--- src/design/skeleton_pixel_rank_classifier_unit_assert.svh ---
// Assertion macros shared by the skeleton pixel rank classifier.
`ifndef SKELETON_PIXEL_RANK_CLASSIFIER_UNIT_ASSERT_SVH
`define SKELETON_PIXEL_RANK_CLASSIFIER_UNIT_ASSERT_SVH

`ifndef SYNTH

`define SPRC_ASSERT_ALWAYS(name, cond) \
    name: assert property (@(posedge i_clk) disable iff (!i_rst_n) (cond)) \
        else $error("sprc assertion failed");

`define SPRC_ASSERT_NEXT(name, ante, cons) \
    name: assert property (@(posedge i_clk) disable iff (!i_rst_n) (ante) |=> (cons)) \
        else $error("sprc assertion failed");

`else

`define SPRC_ASSERT_ALWAYS(name, cond)

`define SPRC_ASSERT_NEXT(name, ante, cons)

`endif

`endif

--- src/design/sprc_pkg.sv ---
package sprc_pkg;

    localparam int CFG_BITS = 11;
    localparam int CFG_INDEX_BITS = 2;
    localparam logic [CFG_BITS-1:0] CFG_RESET = 11'd1024;

    localparam logic [CFG_INDEX_BITS-1:0] REG_IMAGE_WIDTH = 2'd0;
    localparam logic [CFG_INDEX_BITS-1:0] REG_IMAGE_HEIGHT = 2'd1;

    localparam int QUEUE_DEPTH = 4;

    localparam logic [2:0] RANK_NONE = 3'd0;
    localparam logic [2:0] RANK_ENDPOINT = 3'd1;
    localparam logic [2:0] RANK_BRANCH = 3'd2;
    localparam logic [2:0] RANK_JUNCTION3 = 3'd3;
    localparam logic [2:0] RANK_JUNCTION4 = 3'd4;
    localparam logic [2:0] RANK_CROSS = 3'd5;

    localparam logic [7:0] MASK_ORTHO = 8'b01010101;
    localparam logic [7:0] MASK_TOP = 8'b01000000;
    localparam logic [7:0] MASK_LOW5 = 8'b00011111;
    localparam logic [7:0] MASK_J3_HIT = 8'b10100100;
    localparam logic [7:0] MASK_J3_MISS_A = 8'b01010001;
    localparam logic [7:0] MASK_J3_MISS_B = 8'b01001010;
    localparam logic [7:0] MASK_J3_T_HIT = 8'b00010101;
    localparam logic [7:0] MASK_DIAG = 8'b10101010;
    localparam logic [7:0] MASK_BOTTOM3 = 8'b00011100;

    typedef struct packed {
        logic [2:0] col;
        logic       first;
        logic       emit;
        logic       frame_end;
    } t_entry;

    typedef struct packed {
        logic clr_busy;
        logic s1_valid;
    } t_front_status;

    function automatic logic has_all(input logic [7:0] n, input logic [7:0] m);
        return (n & m) == m;
    endfunction

    function automatic logic has_none(input logic [7:0] n, input logic [7:0] m);
        return (n & m) == 8'd0;
    endfunction

    // Window bit index is row * 3 + column; the new column enters on the right.
    function automatic logic [8:0] shift_in(input logic [8:0] w, input logic [2:0] col);
        logic [8:0] res;
        res = 9'd0;
        for (int r = 0; r < 3; r++) begin
            res[r*3]     = w[r*3+1];
            res[r*3 + 1] = w[r*3+2];
            res[r*3 + 2] = col[r];
        end
        return res;
    endfunction

    function automatic logic [2:0] rank_of(input logic centre, input logic [7:0] n);
        logic [2:0]  res;
        logic        found;
        logic [15:0] dbl;
        logic [7:0]  rot;
        res = RANK_BRANCH;
        found = 1'b0;
        if (!centre) begin
            res = has_all(n, MASK_ORTHO) ? RANK_CROSS : RANK_NONE;
            found = 1'b1;
        end else if (n == 8'd0) begin
            res = RANK_ENDPOINT;
            found = 1'b1;
        end
        for (int s = 0; s < 8; s++) begin
            dbl = {n, n} << s;
            rot = dbl[15:8];
            if (!found) begin
                if (has_all(rot, MASK_TOP) && has_none(rot, MASK_LOW5)) begin
                    res = RANK_ENDPOINT;
                    found = 1'b1;
                end else if (has_all(rot, MASK_J3_HIT) &&
                             (has_none(rot, MASK_J3_MISS_A) ||
                              has_none(rot, MASK_J3_MISS_B))) begin
                    res = RANK_JUNCTION3;
                    found = 1'b1;
                end else if (has_all(rot, MASK_J3_T_HIT) &&
                             has_none(rot, MASK_J3_MISS_B)) begin
                    res = RANK_JUNCTION3;
                    found = 1'b1;
                end
            end
        end
        if (!found) begin
            if ((has_all(n, MASK_DIAG) && has_none(n, MASK_ORTHO)) ||
                (has_all(n, MASK_ORTHO) && has_none(n, MASK_DIAG)) ||
                has_all(n, MASK_BOTTOM3)) begin
                res = RANK_JUNCTION4;
            end else begin
                res = RANK_BRANCH;
            end
        end
        return res;
    endfunction

    // Top-left neighbor is the MSB, the others follow clockwise.
    function automatic logic [2:0] classify(input logic [8:0] w);
        logic [7:0] n;
        n = {w[0], w[1], w[2], w[5], w[8], w[7], w[6], w[3]};
        return rank_of(w[4], n);
    endfunction

endpackage

--- src/design/sprc_front.sv ---
module sprc_front
    import sprc_pkg::*;
#(
    parameter int MAX_WIDTH  = 1024,
    parameter int MAX_HEIGHT = 1024
) (
    input  logic                      i_clk,
    input  logic                      i_rst_n,
    input  logic                      i_valid,
    output logic                      o_ready,
    input  logic                      i_op,
    input  logic                      i_pixel,
    input  logic                      i_cfg_we,
    input  logic [CFG_INDEX_BITS-1:0] i_cfg_index,
    input  logic [CFG_BITS-1:0]       i_cfg_data,
    output t_entry                    o_entry,
    output logic                      o_entry_valid,
    input  logic                      i_full,
    output t_front_status             o_status
);

    localparam int CW = $clog2(MAX_WIDTH);
    localparam int RW = $clog2(MAX_HEIGHT + 2);
    localparam int AW = (CW > RW) ? CW : RW;
    localparam int DW = ((AW > CFG_BITS) ? AW : CFG_BITS) + 1;
    localparam logic [DW-1:0] MAXW_D = DW'(MAX_WIDTH);
    localparam logic [DW-1:0] MAXH_D = DW'(MAX_HEIGHT);
    localparam logic [CW-1:0] LAST_COL = CW'(MAX_WIDTH - 1);

    logic [CFG_BITS-1:0] r_width;
    logic [CFG_BITS-1:0] r_height;
    logic [CW-1:0]       r_col;
    logic [RW-1:0]       r_row;
    logic                r_clr_busy;
    logic [CW-1:0]       r_clr_addr;
    logic                r_s1_valid;
    logic                r_s1_pix;
    logic                r_s1_use_top;
    logic                r_s1_use_mid;
    logic                r_s1_bank;
    logic                r_s1_first;
    logic                r_s1_emit;
    logic                r_s1_fe;
    logic                r_rd0;
    logic                r_rd1;

    logic mem0 [MAX_WIDTH];
    logic mem1 [MAX_WIDTH];

    logic [DW-1:0] w_ext;
    logic [DW-1:0] h_ext;
    logic [DW-1:0] eff_w;
    logic [DW-1:0] eff_h;
    logic [DW-1:0] c_ext;
    logic [DW-1:0] r_ext;
    logic          at_col0;
    logic          close;
    logic          pix;
    logic          wrap;
    logic          accept;
    logic          emit;
    logic [CW-1:0] mem_addr;
    logic          mem_wdata;
    logic          we0;
    logic          we1;
    logic          top_bit;
    logic          mid_bit;

    always_comb begin
        w_ext = DW'(r_width);
        h_ext = DW'(r_height);
        if (w_ext == '0) begin
            eff_w = DW'(1);
        end else if (w_ext > MAXW_D) begin
            eff_w = MAXW_D;
        end else begin
            eff_w = w_ext;
        end
        if (h_ext == '0) begin
            eff_h = DW'(1);
        end else if (h_ext > MAXH_D) begin
            eff_h = MAXH_D;
        end else begin
            eff_h = h_ext;
        end
        c_ext   = DW'(r_col);
        r_ext   = DW'(r_row);
        at_col0 = (r_col == '0);
        close   = at_col0 && (r_ext >= eff_h + DW'(1));
        pix     = !i_op && i_pixel && (r_ext < eff_h) && !close;
        wrap    = (c_ext + DW'(1)) >= eff_w;
        if (close) begin
            emit = (r_ext == eff_h + DW'(1));
        end else if (at_col0) begin
            emit = (r_ext >= DW'(2));
        end else begin
            emit = (r_ext >= DW'(1));
        end
    end

    assign o_ready = !r_clr_busy && (!r_s1_valid || !i_full);
    assign accept  = i_valid && o_ready;

    assign mem_addr  = r_clr_busy ? r_clr_addr : r_col;
    assign mem_wdata = r_clr_busy ? 1'b0 : pix;
    assign we0       = r_clr_busy || (accept && !close && !r_row[0]);
    assign we1       = r_clr_busy || (accept && !close && r_row[0]);

    always_ff @(posedge i_clk) begin
        if (we0) begin
            mem0[mem_addr] <= mem_wdata;
        end
        if (accept) begin
            r_rd0 <= mem0[r_col];
        end
    end

    always_ff @(posedge i_clk) begin
        if (we1) begin
            mem1[mem_addr] <= mem_wdata;
        end
        if (accept) begin
            r_rd1 <= mem1[r_col];
        end
    end

    always_ff @(posedge i_clk) begin
        if (!i_rst_n) begin
            r_width  <= CFG_RESET;
            r_height <= CFG_RESET;
        end else if (i_cfg_we) begin
            if (i_cfg_index == REG_IMAGE_WIDTH) begin
                r_width <= i_cfg_data;
            end else if (i_cfg_index == REG_IMAGE_HEIGHT) begin
                r_height <= i_cfg_data;
            end
        end
    end

    always_ff @(posedge i_clk) begin
        if (!i_rst_n) begin
            r_clr_busy <= 1'b1;
            r_clr_addr <= '0;
        end else if (r_clr_busy) begin
            if (r_clr_addr == LAST_COL) begin
                r_clr_busy <= 1'b0;
            end else begin
                r_clr_addr <= r_clr_addr + CW'(1);
            end
        end
    end

    always_ff @(posedge i_clk) begin
        if (!i_rst_n) begin
            r_col <= '0;
            r_row <= '0;
        end else if (accept) begin
            if (close) begin
                r_col <= '0;
                r_row <= '0;
            end else if (wrap) begin
                r_col <= '0;
                r_row <= r_row + RW'(1);
            end else begin
                r_col <= r_col + CW'(1);
            end
        end
    end

    always_ff @(posedge i_clk) begin
        if (!i_rst_n) begin
            r_s1_valid <= 1'b0;
        end else if (accept) begin
            r_s1_valid <= 1'b1;
        end else if (!i_full) begin
            r_s1_valid <= 1'b0;
        end
    end

    always_ff @(posedge i_clk) begin
        if (accept) begin
            r_s1_pix     <= pix;
            r_s1_use_top <= !close && (r_ext >= DW'(2));
            r_s1_use_mid <= !close && (r_ext >= DW'(1));
            r_s1_bank    <= r_row[0];
            r_s1_first   <= at_col0;
            r_s1_emit    <= emit;
            r_s1_fe      <= close;
        end
    end

    assign top_bit = r_s1_bank ? r_rd1 : r_rd0;
    assign mid_bit = r_s1_bank ? r_rd0 : r_rd1;

    assign o_entry.col       = {r_s1_pix, r_s1_use_mid & mid_bit, r_s1_use_top & top_bit};
    assign o_entry.first     = r_s1_first;
    assign o_entry.emit      = r_s1_emit;
    assign o_entry.frame_end = r_s1_fe;
    assign o_entry_valid     = r_s1_valid;

    assign o_status.clr_busy = r_clr_busy;
    assign o_status.s1_valid = r_s1_valid;

endmodule

--- src/design/sprc_queue.sv ---
module sprc_queue
    import sprc_pkg::*;
(
    input  logic   i_clk,
    input  logic   i_rst_n,
    input  logic   i_push,
    input  t_entry i_entry,
    output logic   o_full,
    input  logic   i_pop,
    output t_entry o_entry,
    output logic   o_empty
);

    localparam int PW = $clog2(QUEUE_DEPTH);
    localparam logic [PW:0] FULL_COUNT = (PW + 1)'(QUEUE_DEPTH);

    t_entry        r_slots [QUEUE_DEPTH];
    logic [PW-1:0] r_wr_ptr;
    logic [PW-1:0] r_rd_ptr;
    logic [PW:0]   r_count;
    logic          do_push;
    logic          do_pop;

    assign o_full  = (r_count == FULL_COUNT);
    assign o_empty = (r_count == '0);
    assign do_push = i_push && !o_full;
    assign do_pop  = i_pop && !o_empty;
    assign o_entry = r_slots[r_rd_ptr];

    always_ff @(posedge i_clk) begin
        if (do_push) begin
            r_slots[r_wr_ptr] <= i_entry;
        end
    end

    always_ff @(posedge i_clk) begin
        if (!i_rst_n) begin
            r_wr_ptr <= '0;
            r_rd_ptr <= '0;
            r_count  <= '0;
        end else begin
            if (do_push) begin
                r_wr_ptr <= r_wr_ptr + PW'(1);
            end
            if (do_pop) begin
                r_rd_ptr <= r_rd_ptr + PW'(1);
            end
            if (do_push && !do_pop) begin
                r_count <= r_count + (PW + 1)'(1);
            end else if (do_pop && !do_push) begin
                r_count <= r_count - (PW + 1)'(1);
            end
        end
    end

endmodule

--- src/design/sprc_back.sv ---
module sprc_back
    import sprc_pkg::*;
(
    input  logic       i_clk,
    input  logic       i_rst_n,
    input  t_entry     i_entry,
    input  logic       i_empty,
    output logic       o_pop,
    output logic       o_valid,
    input  logic       i_ready,
    output logic [2:0] o_rank,
    output logic       o_frame_end
);

    logic [8:0] r_win;
    logic       r_out_valid;
    logic [2:0] r_rank;
    logic       r_fe;

    logic [8:0] shifted_new;
    logic [8:0] shifted_zero;
    logic [8:0] row_start;
    logic [8:0] cls_win;
    logic [8:0] n_win;
    logic [2:0] rank;

    always_comb begin
        shifted_new  = shift_in(r_win, i_entry.col);
        shifted_zero = shift_in(r_win, 3'b000);
        row_start    = shift_in(9'd0, i_entry.col);
        cls_win      = i_entry.first ? shifted_zero : shifted_new;
        n_win        = i_entry.first ? row_start : shifted_new;
        rank         = classify(cls_win);
    end

    assign o_pop = !i_empty && (!i_entry.emit || !r_out_valid || i_ready);

    always_ff @(posedge i_clk) begin
        if (!i_rst_n) begin
            r_win       <= '0;
            r_out_valid <= 1'b0;
        end else begin
            if (o_pop) begin
                r_win <= n_win;
            end
            if (o_pop && i_entry.emit) begin
                r_out_valid <= 1'b1;
            end else if (i_ready) begin
                r_out_valid <= 1'b0;
            end
        end
    end

    always_ff @(posedge i_clk) begin
        if (o_pop && i_entry.emit) begin
            r_rank <= rank;
            r_fe   <= i_entry.frame_end;
        end
    end

    assign o_valid     = r_out_valid;
    assign o_rank      = r_rank;
    assign o_frame_end = r_fe;

endmodule

--- src/design/skeleton_pixel_rank_classifier_unit.sv ---
// Ranks each pixel of a binary skeleton image that arrives in raster order, one word per
// clock while the line banks are not being cleared and the queue has room, as none, endpoint,
// branch, 3-way junction, 4-way junction or hollow cross. Results lag the input by one row
// plus one pixel; drain words push out the last row, and the first column-0 word of row
// height+1 returns the frame's last result with frame_end set and restarts the frame. The
// front end reads and writes the two line banks in the cycle a word is accepted and hands
// the neighbor column to the back end through a four-word queue; the back end shifts the
// 3x3 window and classifies combinationally into the output register. After reset the line
// banks are cleared while no word is accepted; configuration writes are taken at any time.
`include "skeleton_pixel_rank_classifier_unit_assert.svh"

module skeleton_pixel_rank_classifier_unit
    import sprc_pkg::*;
#(
    parameter int MAX_WIDTH  = 1024,
    parameter int MAX_HEIGHT = 1024
) (
    input  logic                      i_clk,
    input  logic                      i_rst_n,
    input  logic                      i_valid,
    output logic                      o_ready,
    input  logic                      i_op,
    input  logic                      i_pixel,
    output logic                      o_valid,
    input  logic                      i_ready,
    output logic [2:0]                o_rank,
    output logic                      o_frame_end,
    input  logic                      i_cfg_we,
    input  logic [CFG_INDEX_BITS-1:0] i_cfg_index,
    input  logic [CFG_BITS-1:0]       i_cfg_data
);

    t_entry        front_entry;
    logic          front_valid;
    t_front_status front_status;
    logic          q_full;
    logic          q_empty;
    t_entry        q_entry;
    logic          q_pop;

    sprc_front #(
        .MAX_WIDTH  (MAX_WIDTH),
        .MAX_HEIGHT (MAX_HEIGHT)
    ) u_front (
        .i_clk         (i_clk),
        .i_rst_n       (i_rst_n),
        .i_valid       (i_valid),
        .o_ready       (o_ready),
        .i_op          (i_op),
        .i_pixel       (i_pixel),
        .i_cfg_we      (i_cfg_we),
        .i_cfg_index   (i_cfg_index),
        .i_cfg_data    (i_cfg_data),
        .o_entry       (front_entry),
        .o_entry_valid (front_valid),
        .i_full        (q_full),
        .o_status      (front_status)
    );

    sprc_queue u_queue (
        .i_clk   (i_clk),
        .i_rst_n (i_rst_n),
        .i_push  (front_valid),
        .i_entry (front_entry),
        .o_full  (q_full),
        .i_pop   (q_pop),
        .o_entry (q_entry),
        .o_empty (q_empty)
    );

    sprc_back u_back (
        .i_clk       (i_clk),
        .i_rst_n     (i_rst_n),
        .i_entry     (q_entry),
        .i_empty     (q_empty),
        .o_pop       (q_pop),
        .o_valid     (o_valid),
        .i_ready     (i_ready),
        .o_rank      (o_rank),
        .o_frame_end (o_frame_end)
    );

    `SPRC_ASSERT_ALWAYS(a_no_accept_in_clear, !(front_status.clr_busy && i_valid && o_ready))
    `SPRC_ASSERT_NEXT(a_accept_fills_stage, i_valid && o_ready, front_status.s1_valid)
    `SPRC_ASSERT_ALWAYS(a_rank_legal, !o_valid || (o_rank <= RANK_CROSS))

endmodule

--- config.mk ---
export PLATFORM = sky130hd
export DESIGN_NAME = skeleton_pixel_rank_classifier_unit
export DESIGN_NICKNAME = d
export VERILOG_FILES = /design/src/design/sprc_pkg.sv /design/src/design/sprc_front.sv /design/src/design/sprc_queue.sv /design/src/design/sprc_back.sv /design/src/design/skeleton_pixel_rank_classifier_unit.sv
export VERILOG_INCLUDE_DIRS = /design/src /design/src/design
export SDC_FILE = /design/constraint.sdc
export NUM_CORES = 2
export LEC_CHECK = 0
export ABC_AREA = 1
export BUFFER_PORTS_ARGS = -buffer_cell sky130_fd_sc_hd__buf_4
export CORE_AREA = 3 3 605 307
export DETAILED_ROUTE_END_ITERATION = 12
export DIE_AREA = 0 0 608 310
export PLACE_DENSITY = 0.7
export SYNTH_ARGS = -nofsm -noshare
export SYNTH_HDL_FRONTEND = slang
export SYNTH_SLANG_ARGS = --single-unit
export TNS_END_PERCENT = 10
--- constraint.sdc ---
create_clock -name i_clk -period 275.3 [get_ports i_clk]
set_input_delay 13.765 -clock i_clk [delete_from_list [all_inputs] [get_ports i_clk]]
set_output_delay 13.765 -clock i_clk [all_outputs]
set_load 0.03 [all_outputs]
# Word level (Yosys, flattened, before mapping)
# Memories as Yosys holds them, arrays and structs flattened. A register that Yosys moved wholly into a read port is not among the register bits.
# Cells that the tools add are included.
# word_totals
output_inout_bits	6
mem_bits_rw	2072
in_bits	20
elab_cells	279
memories	3
ff_bits	83
# op_classes
n_mux	103
magnitude_cmp	7
add_sub_neg	9
eq_ne	24
n_bitwise	4
reduce_logical	108
# memory_table
name	depth	width	rd	rd_ports_with_merged_regs	wr	line_no	source
u_front.mem0	1024	1	1	1	1	sprc_front.sv:47	logic mem0 [MAX_WIDTH];
u_front.mem1	1024	1	1	1	1	sprc_front.sv:48	logic mem1 [MAX_WIDTH];
u_queue.r_slots	4	6	1	1	1	sprc_queue.sv:17	t_entry r_slots [QUEUE_DEPTH];
# op_table
cell	n
$logic_not A8 Y1	27
$mux W3	38
$eq A3 B3 Y1 const B	18
$mux W1	51
$mux W11	4
$logic_and A1 B1 Y1	43
$mux W10	3
$mux W12	2
$gt A11 B11 Y1 const B	2
$logic_not A11 Y1	2
$add A10 B1 Y10 const B	2
$logic_or A1 B1 Y1	15
$add A12 B1 Y12 const B	1
$eq A11 B12 Y1	1
$ge A11 B12 Y1	1
$ge A12 B12 Y1	1
$lt A11 B12 Y1	1
$add A10 B1 Y11 const B	1
$add A11 B1 Y11 const B	1
$ge A11 B1 Y1 const B	1
$ge A11 B2 Y1 const B	1
$logic_not A1 Y1	11
$eq A10 B10 Y1 const B	1
$logic_not A10 Y1	1
other kinds (16)	26

# Logic depth before layout (Yosys ltp)
# logic_depth
word_depth	37
ltp_mapped	24
depth_no_buf	22

# By module
# Synthesis repeated with hierarchy kept, for this count alone.
# hier_totals
hier_cells	10603
hier_area_um2	102922.5
# modules_own_cells
module	cells_per_inst	seq_area_each_um2	instances	area_each_um2
sprc_front	10308	62870.3	1	100511.4
sprc_queue	127	900.9	1	1416.4
sprc_back	168	260.2	1	994.7

# Worst setup path before layout
# No wires, ideal clock.
# synth_path
kind	input to register
from	input i_op
to	memory u_front.mem0[0], data pin
required_time_ps	259973
n_path_buf	0
setup_slack_ps	169551
setup_time_ps	15327
arrival_time_ps	90422
stages	2
path_cell_list	or3b_2 > nor3_1
# synth_between
elab_chain_cells	5
# synth_rtl
element	line_no	source
start, declared	skeleton_pixel_rank_classifier_unit.sv:22	input logic i_op,
$logic_not A1 Y1	sprc_front.sv:90	pix = !i_op && i_pixel && (r_ext < eff_h) && !close;
$logic_and A1 B1 Y1 (3 in series)	sprc_front.sv:90	
$mux W1	sprc_front.sv:105	assign mem_wdata = r_clr_busy ? 1'b0 : pix;
via u_front.mem_wdata	sprc_front.sv:63	logic mem_wdata;
end, declared	sprc_front.sv:47	
# The timed path passes the listed nets, and every way through them passes these cells.

# Worst setup path in the final report
# layout_path
from	input i_op
to	memory u_front.mem0[683], data pin
# Same word-level chain as after synthesis.

==> summary.txt <==
Run status
  • Status: finished, final reports clean

Routing
  • Routed len/inst: 26.5 microns
  • Detailed Route WL: 299 mm
  • Antenna Nets Post-Route: 0
  • Vias per inst: 6.75
  • Initial DRC Count: 12600
  • Drt pass-1 iters: 8
  • Routed vias: 76100
  • Remaining DRCs: 0

Clock tree
  • Clk Latency, worst-skew pair: 840 ps
  • Hold-fix buffers, CTS: 0
  • CTS root buf: clkbuf_16
  • Post_cts resized: 0
  • H-tree levels: 4
  • Reg clk slew, reported paths: 60 ps
  • Clock Path Buffers: 3
  • Setup Buffers After CTS: 0
  • Clock sinks: 2156
  • Num CTS Buffers: 191
  • CTS tree: done

STA
  • Final hold vios: 0
  • TNS Setup: 0 ps
  • Fmax achieved: 0.0487 GHz
  • Clk_skew: 25.5 ps
  • Final Cycle Share: 7.45%
  • Worst-Margin Slew: 1420 ps
  • Final setup violation count: 0
  • Fin crit period: 20520 ps
  • RSZ-0062 raised after global routing: false
  • Fin. max-slew vios: 0
  • Slew margin rel.: 5.12%
  • Min Hold Slack: 472 ps

Min path
  • Hold Path Class: reg -> reg

Run
  • Max-Cap Viols: 0

Worst setup path
  • Crit path top cell by count: buf_4
  • Cell family with most CP delay: buffers and inverters
  • Worst-path fanout max: 241
  • Flop2flop setup slack: 264660 ps
  • Crit path kind: in -> reg
  • Worst path slowest cell: buf_4
  • Startpoint type of the worst setup path: input pin
  • Req. time, crit path: 275770 ps
  • Crit path largest cell delay: 1000 ps
  • Worst path cell trace: buf_4, or3b_2, nor3_2, buf_4, buf_4, buf_12, buf_4, buf_4, buf_4, buf_4
  • Arr. time, crit path: 20980 ps
  • Worst Path Buf+Inv: 8
  • Setup crit end kind: flip-flop

Global routing
  • Initial antenna violation count: 4
  • Largest net degree at the start of global routing: 242
  • GR Util met2: 47.4%
  • First-pass GRT wire length: 442 mm
  • GRT overflow: 0
  • Number of global-route vias before repair: 69000
  • Most used routing layer: met2
  • Grt met3 use: 7.07%
  • Gr usage total: 30.8%
  • Global routing usage on met1: 43.9%

Final layout
  • Share of post-route cells with drive strength above 1: 5.92%
  • Nets@finish: 8777
  • Final core occ: 58.5%
  • Ant diodes: 0
  • Filler Cells Inserted: 14900
  • P&R area growth vs syn: 6.10%
  • Non-Filler Instances: 11300

Power
  • Max IR drop VDD: 0.00716 mV
  • Power per cell area: 6.07 mW/mm^2
  • Leak Pwr: 29.7 nW

Placement
  • HPWL Detailed: 142 mm
  • Placer Congestion: 0.864
  • PortBufs: 25
  • DP Cell Count: 10900

Yosys
  • Yosys reg bits: 2156
  • Dominant synthesized flop cell: edfxtp_1
  • Ys async rst share: 0%
  • Mapped cell area: 0.0992 sq mm
  • Syn Nets: 9468
  • Count of cell types in the netlist: 47
  • Post-Syn Instances: 9402
  • Mean Syn Cell Area: 10.6 sq um
  • Synth warn: 0
  • Sequential-to-total area share from yosys stat: 64.5%
  • Post-synth EDFFs: 2085

Floorplanning
  • Die H: 310 microns
  • Die area: 0.188 sq mm
  • # rows: 110
  • Initial Util: 55.1%
  • Core area: 0.180 sq mm
  • Ports: 26
  • Die X: 608 microns
## worst reg2reg max path, cell delays in order (launching register included)
cell and delay (ps):
dfxtp_1 330, nor4_1 290, and3_1 210, nor2_1 70, inv_1 210, nand2_1 120, inv_1 90, ha_1 180
nand2_1 80, nor4_1 510, nand2_1 140, xnor2_1 210, ha_1 260, nand3_1 110, nor3_1 70, nand2_1 110
o2111ai_1 220, nand2_2 250, inv_1 150, nor3_2 200, buf_4 550, buf_4 990, buf_12 710, buf_4 1350
buf_4 880, buf_4 970, buf_4 930
## metrics by stage
step / power (mW) / setup slack (ps) / area, sq um
2_1_floorplan: 0.377 / 169550 / 99200
5_1_grt: 0.654 / 254530 / 105000
6_report: 0.639 / 254790 / 105000
3_3_place_gp: 0.383 / 254480 / 99400
4_1_cts: 0.639 / 255210 / 105000
3_5_place_dp: 0.383 / 254360 / 99400
## layout make-up
cell class | instances | area (sq um) | area share, %
Clock buffer | 255 | 5260 | 5.00
Inverter | 131 | 534 | 0.507
Timing Repair Buffer | 168 | 1390 | 1.32
Clock inverter | 101 | 682 | 0.648
Multi-Input combinational cell | 6063 | 30400 | 28.8
Tap cell | 2408 | 3010 | 2.86
Sequential cell | 2156 | 64100 | 60.8
## path summary, 6_finish.rpt
check | from | end | depth (start not counted)
hold / removal | u_queue.r_rd_ptr[1]$_SDFFE_PN0P_ | flip-flop | 2
setup / recovery | i_op | u_front.mem0[683]$_DFFE_PP_ | 10
setup reg to reg | u_front.r_height[7]$_SDFFE_PN0P_ | u_front.mem0[683]$_DFFE_PP_ | 26
hold reg to reg | u_queue.r_rd_ptr[1]$_SDFFE_PN0P_ | flip-flop | 2
## per-layer routing
metal / up-vias / routed length (microns)
met5: - / 27
met4: 4 / 9500
met3: 663 / 41400
met2: 4950 / 133000
met1: 37400 / 116000
li1: 33100 / -
## state kept, by name, indices dropped and copies added, names as in the netlist, 2 cells and up, named ones only
register            count
u_front.r_width        11
u_queue.r_wr_ptr        2
u_queue.r_slots        24
u_queue.r_count         3
u_back.o_rank           3
u_front.mem1         1024
u_front.r_row          11
u_back.r_win            6
u_front.r_height       11
u_front.mem0         1024
u_queue.r_rd_ptr        2
u_front.r_clr_addr     10
u_front.r_col          10
## placed cells by master (no fill, tap or decap), types with 31 or more instances in the layout
cell       netlist  routed
a22oi_1        116     116
clkbuf_16        0     200
nand2_2         10      34
inv_1          114     113
clkinv_1         4      55
o22ai_1        152     152
o21ai_0       1072    1072
nor3_1        2066    2065
o221ai_1        63      63
buf_4           77     158
o211ai_1       195     195
a21oi_1        207     207
nand2_1        461     405
nor2_1        1216    1213
nand3_1        355     355
dfxtp_1         71      65
nand2_4          0      31
clkinv_2         0      31
ha_1            45      45
edfxtp_1      2085    2085
clkbuf_1       621      50
## where the power goes
part           switching, mW  internal [mW]  leakage [nW]  total, mW
Sequential           0.00174          0.356          17.7      0.357
Combinational         0.0145        0.00494          9.09     0.0194
Clock                  0.121          0.141          2.91      0.262
Total                  0.137          0.502          29.7      0.639
## logic make-up after synthesis
| kind of cell | synth area share, % |
|---|---|
| XOR/XNOR | 0.177 |
| AO/OA/AOI/OAI | 10.6 |
| adder cells (fa/ha/maj) | 0.588 |
| flip-flops | 64.5 |
| AND/OR/NAND/NOR | 18.9 |
| buffers and inverters | 5.22 |
## cells in the mapped netlist (3+ instances only)
| master | n | area (sq um) |
|---|---|---|
| a211oi_1 | 5 | 37.5 |
| a21oi_1 | 207 | 1040 |
| a22oi_1 | 116 | 871 |
| a31oi_1 | 4 | 25.0 |
| buf_1 | 31 | 116 |
| buf_2 | 316 | 1580 |
| buf_4 | 77 | 578 |
| buf_6 | 7 | 78.8 |
| clkbuf_1 | 621 | 2330 |
| clkinv_1 | 4 | 15.0 |
| dfxtp_1 | 71 | 1420 |
| edfxtp_1 | 2085 | 62600 |
| ha_1 | 45 | 563 |
| inv_1 | 114 | 428 |
| inv_2 | 13 | 48.8 |
| nand2_1 | 461 | 1730 |
| nand2_2 | 10 | 62.6 |
| nand3_1 | 355 | 1780 |
| nand4_1 | 12 | 75.1 |
| nor2_1 | 1216 | 4560 |
| nor2_2 | 3 | 18.8 |
| nor2_4 | 4 | 45.0 |
| nor3_1 | 2066 | 10300 |
| nor4_1 | 14 | 87.6 |
| o211ai_1 | 195 | 1460 |
| o21ai_0 | 1072 | 5370 |
| o21ai_1 | 20 | 100 |
| o21bai_1 | 3 | 22.5 |
| o221ai_1 | 63 | 552 |
| o22ai_1 | 152 | 951 |
| xnor2_1 | 7 | 61.3 |
| xor2_1 | 13 | 114 |
Note: power is estimated with default switching activity, not from simulation.
